[config.mk]
export PLATFORM = sky130hd
export DESIGN_NAME = windowed_peak_rms_meter
export DESIGN_NICKNAME = d
export VERILOG_FILES = /design/src/rtl/core/wprm_pkg.sv /design/src/rtl/core/wprm_front.sv /design/src/rtl/core/wprm_queue.sv /design/src/rtl/core/wprm_back.sv /design/src/rtl/core/windowed_peak_rms_meter.sv
export SDC_FILE = /design/constraint.sdc
export NUM_CORES = 2
export LEC_CHECK = 0
export ABC_CLOCK_PERIOD_IN_PS = 27300
export BUFFER_PORTS_ARGS = -buffer_cell sky130_fd_sc_hd__buf_4
export CORE_MARGIN = 2
export CORE_UTILIZATION = 30
export DETAILED_ROUTE_END_ITERATION = 16
export HOLD_SLACK_MARGIN = 0.06
export SYNTH_ARGS = -nofsm -noshare
export SYNTH_HDL_FRONTEND = slang
export SYNTH_SLANG_ARGS = --single-unit
[constraint.sdc]
create_clock -name i_clk -period 27.3 [get_ports i_clk]
set_input_delay 5.46 -clock i_clk [delete_from_list [all_inputs] [get_ports i_clk]]
set_output_delay 5.46 -clock i_clk [all_outputs]
set_load 0.02 [all_outputs]
[src/rtl/core/wprm_pkg.sv]
// ============================================================================
// wprm_pkg - shared types and constants of the windowed peak RMS meter
// Frame and result payloads, the window job record handed from the
// accumulator to the arithmetic back end, and the back end state type.
// ============================================================================
package wprm_pkg;

    localparam int SAMPLE_BITS = 24;
    localparam int SQ_BITS     = 2 * SAMPLE_BITS;
    localparam int SUM_BITS    = 63;
    localparam int LEN_BITS    = 16;
    localparam int OUT_BITS    = 24;
    localparam int ROOT_BITS   = 32;
    localparam int RAD_BITS    = 2 * ROOT_BITS;
    localparam int CNT_BITS    = 6;

    localparam logic [LEN_BITS-1:0] WINDOW_LENGTH_RESET = 16'd960;
    localparam logic [CNT_BITS-1:0] DIV_LAST  = CNT_BITS'(SUM_BITS - 1);
    localparam logic [CNT_BITS-1:0] SQRT_LAST = CNT_BITS'(ROOT_BITS - 1);

    typedef struct packed {
        logic signed [SAMPLE_BITS-1:0] left_sample;
        logic signed [SAMPLE_BITS-1:0] right_sample;
        logic                          last_frame;
    } t_frame;

    typedef struct packed {
        logic [OUT_BITS-1:0] peak_rms;
        logic [OUT_BITS-1:0] peak_level;
    } t_result;

    // One closed window: its sum, the divisor in force, and on the last
    // frame the peak level of the whole extent.
    typedef struct packed {
        logic [SUM_BITS-1:0]    sum;
        logic [LEN_BITS-1:0]    divisor;
        logic                   last;
        logic [SAMPLE_BITS-1:0] level;
    } t_job;

    typedef enum logic [1:0] {
        ST_IDLE,
        ST_DIV,
        ST_SQRT,
        ST_OUT
    } t_back_state;

    function automatic logic [SAMPLE_BITS-1:0] magnitude(
        input logic signed [SAMPLE_BITS-1:0] x
    );
        logic [SAMPLE_BITS-1:0] u;
        u = x;
        return u[SAMPLE_BITS-1] ? (~u + 1'b1) : u;
    endfunction

endpackage

[src/rtl/core/wprm_front.sv]
// ============================================================================
// wprm_front - frame level and window accumulator
// Takes one frame a cycle unless a full queue holds it, squares its level in
// a registered multiplier and sums windows; each closed window is a queue job.
// ============================================================================
module wprm_front import wprm_pkg::*; (
    input  logic                i_clk,
    input  logic                i_rst_n,
    input  logic                i_cfg_we,
    input  logic [LEN_BITS-1:0] i_cfg_data,
    input  logic                i_in_valid,
    output logic                o_in_ready,
    input  t_frame              i_frame,
    input  logic                i_q_full,
    output logic                o_push,
    output t_job                o_job
);

    logic [LEN_BITS-1:0]    r_window_length;
    logic                   r_v1;
    logic [SAMPLE_BITS-1:0] r_lvl1;
    logic                   r_last1;
    logic                   r_v2;
    logic [SQ_BITS-1:0]     r_sq2;
    logic [SAMPLE_BITS-1:0] r_lvl2;
    logic                   r_last2;
    logic [SUM_BITS-1:0]    r_sum;
    logic [LEN_BITS-1:0]    r_fill;
    logic [SAMPLE_BITS-1:0] r_peak;

    logic [SAMPLE_BITS-1:0] w_mag_l;
    logic [SAMPLE_BITS-1:0] w_mag_r;
    logic [SUM_BITS-1:0]    n_sum;
    logic [LEN_BITS-1:0]    n_fill;
    logic [SAMPLE_BITS-1:0] n_peak;
    logic [LEN_BITS-1:0]    w_eff;
    logic                   w_close;
    logic                   w_adv;

    assign w_mag_l = magnitude(i_frame.left_sample);
    assign w_mag_r = magnitude(i_frame.right_sample);

    assign n_sum   = r_sum + {{(SUM_BITS-SQ_BITS){1'b0}}, r_sq2};
    assign n_fill  = r_fill + 1'b1;
    assign n_peak  = (r_lvl2 > r_peak) ? r_lvl2 : r_peak;
    assign w_eff   = (r_window_length == '0) ? LEN_BITS'(1) : r_window_length;
    assign w_close = (n_fill >= w_eff) || r_last2;

    // Hold the whole pipe while a closing window finds the queue full.
    assign w_adv      = !(r_v2 && w_close && i_q_full);
    assign o_in_ready = w_adv;
    assign o_push     = r_v2 && w_close && !i_q_full;

    assign o_job.sum     = n_sum;
    assign o_job.divisor = w_eff;
    assign o_job.last    = r_last2;
    assign o_job.level   = n_peak;

    always_ff @(posedge i_clk) begin
        if (!i_rst_n) begin
            r_window_length <= WINDOW_LENGTH_RESET;
        end else if (i_cfg_we) begin
            r_window_length <= i_cfg_data;
        end
    end

    always_ff @(posedge i_clk) begin
        if (!i_rst_n) begin
            r_v1   <= 1'b0;
            r_v2   <= 1'b0;
            r_sum  <= '0;
            r_fill <= '0;
            r_peak <= '0;
        end else if (w_adv) begin
            r_v1 <= i_in_valid;
            r_v2 <= r_v1;
            if (r_v2) begin
                r_sum  <= w_close ? '0 : n_sum;
                r_fill <= w_close ? '0 : n_fill;
                r_peak <= r_last2 ? '0 : n_peak;
            end
        end
    end

    always_ff @(posedge i_clk) begin
        if (w_adv) begin
            r_lvl1  <= (w_mag_l > w_mag_r) ? w_mag_l : w_mag_r;
            r_last1 <= i_frame.last_frame;
            r_sq2   <= r_lvl1 * r_lvl1;
            r_lvl2  <= r_lvl1;
            r_last2 <= r_last1;
        end
    end

endmodule

[src/rtl/core/wprm_queue.sv]
// ============================================================================
// wprm_queue - window job queue
// Small FIFO between the accumulator and the divide and root back end.
// ============================================================================
module wprm_queue import wprm_pkg::*; #(
    parameter int DEPTH = 4
) (
    input  logic i_clk,
    input  logic i_rst_n,
    input  logic i_push,
    input  t_job i_job,
    output logic o_full,
    input  logic i_pop,
    output logic o_valid,
    output t_job o_job
);

    localparam int PW = (DEPTH > 1) ? $clog2(DEPTH) : 1;
    localparam int CW = $clog2(DEPTH + 1);
    localparam logic [PW-1:0] LAST_PTR = PW'(DEPTH - 1);
    localparam logic [CW-1:0] FULL_CNT = CW'(DEPTH);

    t_job          r_mem [DEPTH];
    logic [PW-1:0] r_wr_ptr;
    logic [PW-1:0] r_rd_ptr;
    logic [CW-1:0] r_count;

    assign o_full  = (r_count == FULL_CNT);
    assign o_valid = (r_count != '0);
    assign o_job   = r_mem[r_rd_ptr];

    always_ff @(posedge i_clk) begin
        if (i_push) begin
            r_mem[r_wr_ptr] <= i_job;
        end
    end

    always_ff @(posedge i_clk) begin
        if (!i_rst_n) begin
            r_wr_ptr <= '0;
            r_rd_ptr <= '0;
            r_count  <= '0;
        end else begin
            if (i_push) begin
                r_wr_ptr <= (r_wr_ptr == LAST_PTR) ? '0 : r_wr_ptr + 1'b1;
            end
            if (i_pop) begin
                r_rd_ptr <= (r_rd_ptr == LAST_PTR) ? '0 : r_rd_ptr + 1'b1;
            end
            case ({i_push, i_pop})
                2'b10:   r_count <= r_count + 1'b1;
                2'b01:   r_count <= r_count - 1'b1;
                default: r_count <= r_count;
            endcase
        end
    end

endmodule

[src/rtl/core/wprm_back.sv]
// ============================================================================
// wprm_back - window divide, peak hold and square root
// Divides each window sum one quotient bit a cycle, keeps the largest mean
// square, and on the last window extracts its root digit by digit.
// ============================================================================
module wprm_back import wprm_pkg::*; (
    input  logic    i_clk,
    input  logic    i_rst_n,
    input  logic    i_q_valid,
    input  t_job    i_job,
    output logic    o_pop,
    output logic    o_out_valid,
    input  logic    i_out_ready,
    output t_result o_result
);

    t_back_state            r_state;
    t_back_state            n_state;
    logic [CNT_BITS-1:0]    r_cnt;
    logic [SUM_BITS-1:0]    r_dvd;
    logic [LEN_BITS-1:0]    r_div;
    logic [LEN_BITS-1:0]    r_rem;
    logic                   r_last;
    logic [SAMPLE_BITS-1:0] r_level;
    logic [SUM_BITS-1:0]    r_peak_ms;
    logic [RAD_BITS-1:0]    r_rad;
    logic [ROOT_BITS+1:0]   r_srem;
    logic [ROOT_BITS-1:0]   r_root;
    t_result                r_result;

    logic [LEN_BITS:0]      w_rsh;
    logic                   w_qbit;
    logic [LEN_BITS:0]      w_rdiff;
    logic [SUM_BITS-1:0]    w_quot;
    logic [SUM_BITS-1:0]    w_new_peak;
    logic [ROOT_BITS+3:0]   w_acc;
    logic [ROOT_BITS+3:0]   w_try;
    logic                   w_rbit;
    logic [ROOT_BITS+3:0]   w_sdiff;

    // Restoring divide step.
    assign w_rsh      = {r_rem, r_dvd[SUM_BITS-1]};
    assign w_qbit     = (w_rsh >= {1'b0, r_div});
    assign w_rdiff    = w_rsh - {1'b0, r_div};
    assign w_quot     = {r_dvd[SUM_BITS-2:0], w_qbit};
    assign w_new_peak = (w_quot > r_peak_ms) ? w_quot : r_peak_ms;

    // Digit-by-digit root step.
    assign w_acc   = {r_srem, r_rad[RAD_BITS-1 -: 2]};
    assign w_try   = {2'b00, r_root, 2'b01};
    assign w_rbit  = (w_acc >= w_try);
    assign w_sdiff = w_acc - w_try;

    always_comb begin
        n_state = r_state;
        unique case (r_state)
            ST_IDLE: begin
                if (i_q_valid) begin
                    n_state = ST_DIV;
                end
            end
            ST_DIV: begin
                if (r_cnt == DIV_LAST) begin
                    n_state = r_last ? ST_SQRT : ST_IDLE;
                end
            end
            ST_SQRT: begin
                if (r_cnt == SQRT_LAST) begin
                    n_state = ST_OUT;
                end
            end
            ST_OUT: begin
                if (i_out_ready) begin
                    n_state = ST_IDLE;
                end
            end
            default: n_state = ST_IDLE;
        endcase
    end

    always_comb begin
        o_pop       = 1'b0;
        o_out_valid = 1'b0;
        unique case (r_state)
            ST_IDLE: o_pop       = i_q_valid;
            ST_OUT:  o_out_valid = 1'b1;
            default: begin
                o_pop       = 1'b0;
                o_out_valid = 1'b0;
            end
        endcase
    end

    assign o_result = r_result;

    always_ff @(posedge i_clk) begin
        if (!i_rst_n) begin
            r_state   <= ST_IDLE;
            r_peak_ms <= '0;
        end else begin
            r_state <= n_state;
            if (r_state == ST_DIV && r_cnt == DIV_LAST) begin
                r_peak_ms <= w_new_peak;
            end else if (r_state == ST_SQRT && r_cnt == SQRT_LAST) begin
                r_peak_ms <= '0;
            end
        end
    end

    always_ff @(posedge i_clk) begin
        case (r_state)
            ST_IDLE: begin
                r_cnt   <= '0;
                r_dvd   <= i_job.sum;
                r_div   <= i_job.divisor;
                r_rem   <= '0;
                r_last  <= i_job.last;
                r_level <= i_job.level;
            end
            ST_DIV: begin
                r_cnt <= (r_cnt == DIV_LAST) ? '0 : r_cnt + 1'b1;
                r_dvd <= w_quot;
                r_rem <= w_qbit ? w_rdiff[LEN_BITS-1:0] : w_rsh[LEN_BITS-1:0];
                if (r_cnt == DIV_LAST) begin
                    // Load the root unit with the updated peak.
                    r_rad  <= {{(RAD_BITS-SUM_BITS){1'b0}}, w_new_peak};
                    r_srem <= '0;
                    r_root <= '0;
                end
            end
            ST_SQRT: begin
                r_cnt  <= r_cnt + 1'b1;
                r_rad  <= {r_rad[RAD_BITS-3:0], 2'b00};
                r_srem <= w_rbit ? w_sdiff[ROOT_BITS+1:0] : w_acc[ROOT_BITS+1:0];
                r_root <= {r_root[ROOT_BITS-2:0], w_rbit};
                if (r_cnt == SQRT_LAST) begin
                    r_result.peak_rms   <= OUT_BITS'({r_root[ROOT_BITS-2:0], w_rbit});
                    r_result.peak_level <= OUT_BITS'(r_level);
                end
            end
            default: begin
                r_cnt <= r_cnt;
            end
        endcase
    end

endmodule

[src/rtl/core/windowed_peak_rms_meter.sv]
// ============================================================================
// windowed_peak_rms_meter - block RMS level meter with peak hold
// Top level: frame accumulator, window job queue and divide/root back end.
// ============================================================================
// One stereo frame is accepted per cycle while the input is not stalled; its
// level (larger channel magnitude) is squared and summed into windows of
// window_length frames, a length of zero acting as one. Every closed window
// becomes a job in a QUEUE_DEPTH entry queue; the back end divides each job
// one quotient bit a cycle and takes no new job meanwhile, and the input
// stalls when a window closes while the queue is full. On the frame flagged
// last, the open window is closed, the back end takes the square root of the
// largest window mean square, and one result (peak RMS, peak level) is
// offered; the window sums and peaks then start over. The result waits for
// any jobs still queued ahead of it.
module windowed_peak_rms_meter import wprm_pkg::*; #(
    parameter int QUEUE_DEPTH = 4
) (
    input  logic                i_clk,
    input  logic                i_rst_n,
    input  logic                i_cfg_we,
    input  logic [LEN_BITS-1:0] i_cfg_data,
    input  logic                i_in_valid,
    output logic                o_in_ready,
    input  t_frame              i_frame,
    output logic                o_out_valid,
    input  logic                i_out_ready,
    output t_result             o_result
);

    logic w_push;
    logic w_pop;
    logic w_q_full;
    logic w_q_valid;
    t_job w_job_in;
    t_job w_job_out;

    wprm_front u_front (
        .i_clk      (i_clk),
        .i_rst_n    (i_rst_n),
        .i_cfg_we   (i_cfg_we),
        .i_cfg_data (i_cfg_data),
        .i_in_valid (i_in_valid),
        .o_in_ready (o_in_ready),
        .i_frame    (i_frame),
        .i_q_full   (w_q_full),
        .o_push     (w_push),
        .o_job      (w_job_in)
    );

    wprm_queue #(
        .DEPTH (QUEUE_DEPTH)
    ) u_queue (
        .i_clk   (i_clk),
        .i_rst_n (i_rst_n),
        .i_push  (w_push),
        .i_job   (w_job_in),
        .o_full  (w_q_full),
        .i_pop   (w_pop),
        .o_valid (w_q_valid),
        .o_job   (w_job_out)
    );

    wprm_back u_back (
        .i_clk       (i_clk),
        .i_rst_n     (i_rst_n),
        .i_q_valid   (w_q_valid),
        .i_job       (w_job_out),
        .o_pop       (w_pop),
        .o_out_valid (o_out_valid),
        .i_out_ready (i_out_ready),
        .o_result    (o_result)
    );

    a_no_push_when_full: assert property (
        @(posedge i_clk) disable iff (!i_rst_n) !(w_push && w_q_full)
    ) else $error("window job pushed into a full queue");

    a_no_pop_when_empty: assert property (
        @(posedge i_clk) disable iff (!i_rst_n) w_pop |-> w_q_valid
    ) else $error("window job popped from an empty queue");

    a_stall_only_on_full: assert property (
        @(posedge i_clk) disable iff (!i_rst_n) !o_in_ready |-> w_q_full
    ) else $error("input stalled while the queue had room");

    a_result_only_after_pop: assert property (
        @(posedge i_clk) disable iff (!i_rst_n) w_pop |=> !o_out_valid
    ) else $error("result offered right after a job was taken");

endmodule

==> out/results.tsv <==
stage	metric	value	unit
status	outcome	complete, but fails checks	
status	failing checks	DRC	
synth	Synth Register Bits	1011	
floorplanning	Initial Utilization	0.3016	
synth	top cells by instance count after synthesis	817 x inv_1, 816 x edfxtp_1, 574 x nand2_1	
synth	Yosys top cell by area	edfxtp_1	
synth	syn_area_per_cell	11.40	um2
setup_path	RR Startpoint	u_front.r_lvl1[16]	
drt	Starting DRT DRC Count	2513	
global_route	initial antenna violation count	2	
sta	worst-margin pin slew	1.194	ns
sta	final setup violation count	0	
placement	# port buffers	119	
global_route	gr usage total	0.1314	
sta	Max Freq	100.7	MHz
clock_network	CTS tree	built	
setup_path	Critical Path RT	21.84	ns
sta	final worst slack	17.37	ns
drt	drt total wl	142500	um
clock_network	CTS buffer count	109	
clock_network	cts-stage hold buffer count	0	
layout	Final Core Density	0.3387	
clock_network	CTS root buffer	clkbuf_16	
setup_path	startpoint types	register	
clock_network	clk_lat worst skew	0.75	ns
drt	post-route DRC violation count	7	
floorplanning	core area	212100	um2
setup_path	crit path max-delay cell type	dfxtp_1	
synth	Mapped Area	63970	um2
synth	Synth top area share	0.3830	
sta	Hold Fails Final Rpt	0	
synth	ys flop type	edfxtp_1	
synth	most common cell in the netlist	inv_1	
floorplanning	Chip Height	465.8	um
floorplanning	I/O pins	120	
sta	unrepaired setup endpoints after global routing	false	
synth	Synth warnings	0	
clock_network	setup bufs post-CTS	0	
placement	RePlAce Congestion	0.8785	
global_route	largest net degree at the start of global routing	86	
hold_path	worst hold path type	register to register	
sta	slew margin rel.	0.2043	
setup_path	Setup crit end kind	output pin	
setup_path	Crit Path Class	register to output pin	
layout	Area Overhead vs Synth	12.28	%
setup_path	crit path launch	u_front.r_fill[0]	
synth	Seq/Total Area, Yosys	0.4441	
clock_network	H-tree Lvls	3	
global_route	grt ovf	0	
synth	EDFF count, synth	816	
clock_network	Max clock buf depth	3	
sta	fin. max-slew vios	0	
synth	Area contributors post-synth	edfxtp_1 38%, fa_1 14%, ha_1 8.2%, dfxtp_1 6.1%, inv_1 4.8%	
clock_network	CTS resizes	0	
floorplanning	Die Area	216900	um2
clock_network	Clk pin slew, worst setup/hold paths	0.07	ns
synth	Yosys cell types	89	
synth	Synth Net Count	6535	
placement	Place WS	16.97	ns
sta	setup_tns	0	ns
setup_path	worst path arrival time	4.47	ns
sta	min Tclk post-route	9.930	ns
layout	share of cells above drive strength 1	0.09372	
setup_path	crit-path max FO	16	
drt	Vias/cell	4.735	
run	max cap viols	0	
hold_path	hold_sp	u_back.r_level[6]	
drt	via count	40590	
placement	Post-DP HPWL	100500	um
setup_path	critical path's largest stage delay	0.39	ns
setup_path	CP Cell Sequence	ha_1 > and3_1 > and3_1 > and3_1 > nand3_1 > xnor2_1 > ha_1 > a21o_1 > a21oi_1 > o211ai_1 > a21boi_0 > o21ai_0 > nand4_1 > buf_4 > buf_4	
sta	period utilisation layout	0.3637	
setup_path	CP most frequent cell	and3_1	
floorplanning	num rows	169	
drt	WL/cell	16.62	um
sta	Final Skew	0.05215	ns
global_route	first-pass GRT wire length	230100	um
drt	Antenna Violating Nets Remaining	0	
clock_network	clock sinks	1011	
global_route	vias in the first global route	42840	
layout	nets	6576	
synth	Synth async-reset ratio	0	
synth	Cells after Synth	5613	
drt	DR pass1 iterations	13	
floorplanning	die width	465.8	um
## critical path: cells and delay by family (launching register included)
family / cells / cell delay, ns
flops: 1 / 0.39
fa+ha+maj: 2 / 0.52
simple gates: 5 / 1.16
compound gates: 5 / 0.82
xor+xnor: 1 / 0.20
buf+inv: 2 / 0.61
## registers in the layout, summed over array words and instances, names as in the netlist, 3 cells and up, named ones only
| signal | count |
|---|---|
| u_queue.r_mem | 416 |
| u_back.r_rad | 64 |
| u_back.r_dvd | 63 |
| u_back.r_peak_ms | 63 |
| u_front.r_sum | 63 |
| u_back.o_result | 48 |
| u_front.r_sq2 | 46 |
| u_back.r_srem | 34 |
| u_back.r_root | 32 |
| u_back.r_level | 24 |
| u_front.r_lvl1 | 24 |
| u_front.r_lvl2 | 24 |
| u_front.r_peak | 24 |
| u_back.r_div | 16 |
| u_back.r_rem | 16 |
| u_front.r_fill | 16 |
| u_front.r_window_length | 16 |
| u_back.r_cnt | 6 |
| u_queue.r_count | 3 |
## metal layers
metal / GRT usage / share of wire / vias up
li1: - / - / 19370
met1: 0.1655 / 0.44 / 20240
met2: 0.2317 / 0.49 / 766
met3: 0.01733 / 0.038 / 211
met4: 0.04280 / 0.029 / 2
met5: 0 / 0.000091 / -
## kinds of logic (layout without fill, tap and decap cells)
kind of cell | count (synthesis) | in the layout | synth area share
fa+ha+maj | 852 | 852 | 0.2177
flops | 1011 | 1011 | 0.4441
simple gates | 1364 | 1364 | 0.09971
compound gates | 838 | 838 | 0.08352
buf+inv | 1067 | 1205 | 0.06294
xor+xnor | 212 | 212 | 0.02914
other cells | 0 | 1 | 0
mux | 269 | 269 | 0.06294
## cells in the final DEF, fill, tap and decap left out, types with 139 or more instances in the layout
| cell type | Yosys | routed |
|---|---|---|
| ha_1 | 417 | 414 |
| nor2_1 | 255 | 253 |
| nand2_1 | 574 | 573 |
| dfxtp_1 | 195 | 193 |
| and2_1 | 144 | 140 |
| o21ai_0 | 190 | 188 |
| mux2i_1 | 139 | 139 |
| buf_4 | 1 | 178 |
| fa_1 | 435 | 435 |
| a21oi_1 | 256 | 256 |
| inv_1 | 817 | 815 |
| edfxtp_1 | 816 | 816 |
## worst paths after layout
kind / endpoint / slack, ns / cells past startpoint
setup / recovery: o_in_ready / 17.37 / 15
hold / removal: u_back.o_result[6] / 0.41 / 0
setup reg to reg: u_front.r_sq2[45] / 18.67 / 25
hold reg to reg: u_back.o_result[6] / 0.41 / 0
## area by class of cell
class | instances | area [um2]
Timing Repair Buffer | 178 | 1336
Clock inverter | 61 | 742.0
Clock buffer | 147 | 3072
Sequential cell | 1011 | 28410
Fill cell | 20980 | 140300
Tap cell | 2821 | 3530
Antenna cell | 1 | 2.502
Multi-Input combinational cell | 3535 | 31650
Inverter | 819 | 3077
## through the flow
stage	hold slack (ns)	std cells	cell area, um2
6_report	0.4126	8573	71830
5_1_grt	0.4269	8573	71830
4_1_cts	0.4175	8572	71820
3_5_place_dp	0.4045	8364	68010
3_3_place_gp	0.4036	8364	68010
2_1_floorplan	0.4003	5613	63970
Power is not shown: default switching activity piles up to over one toggle a cycle in this logic, so the estimate is an artifact.
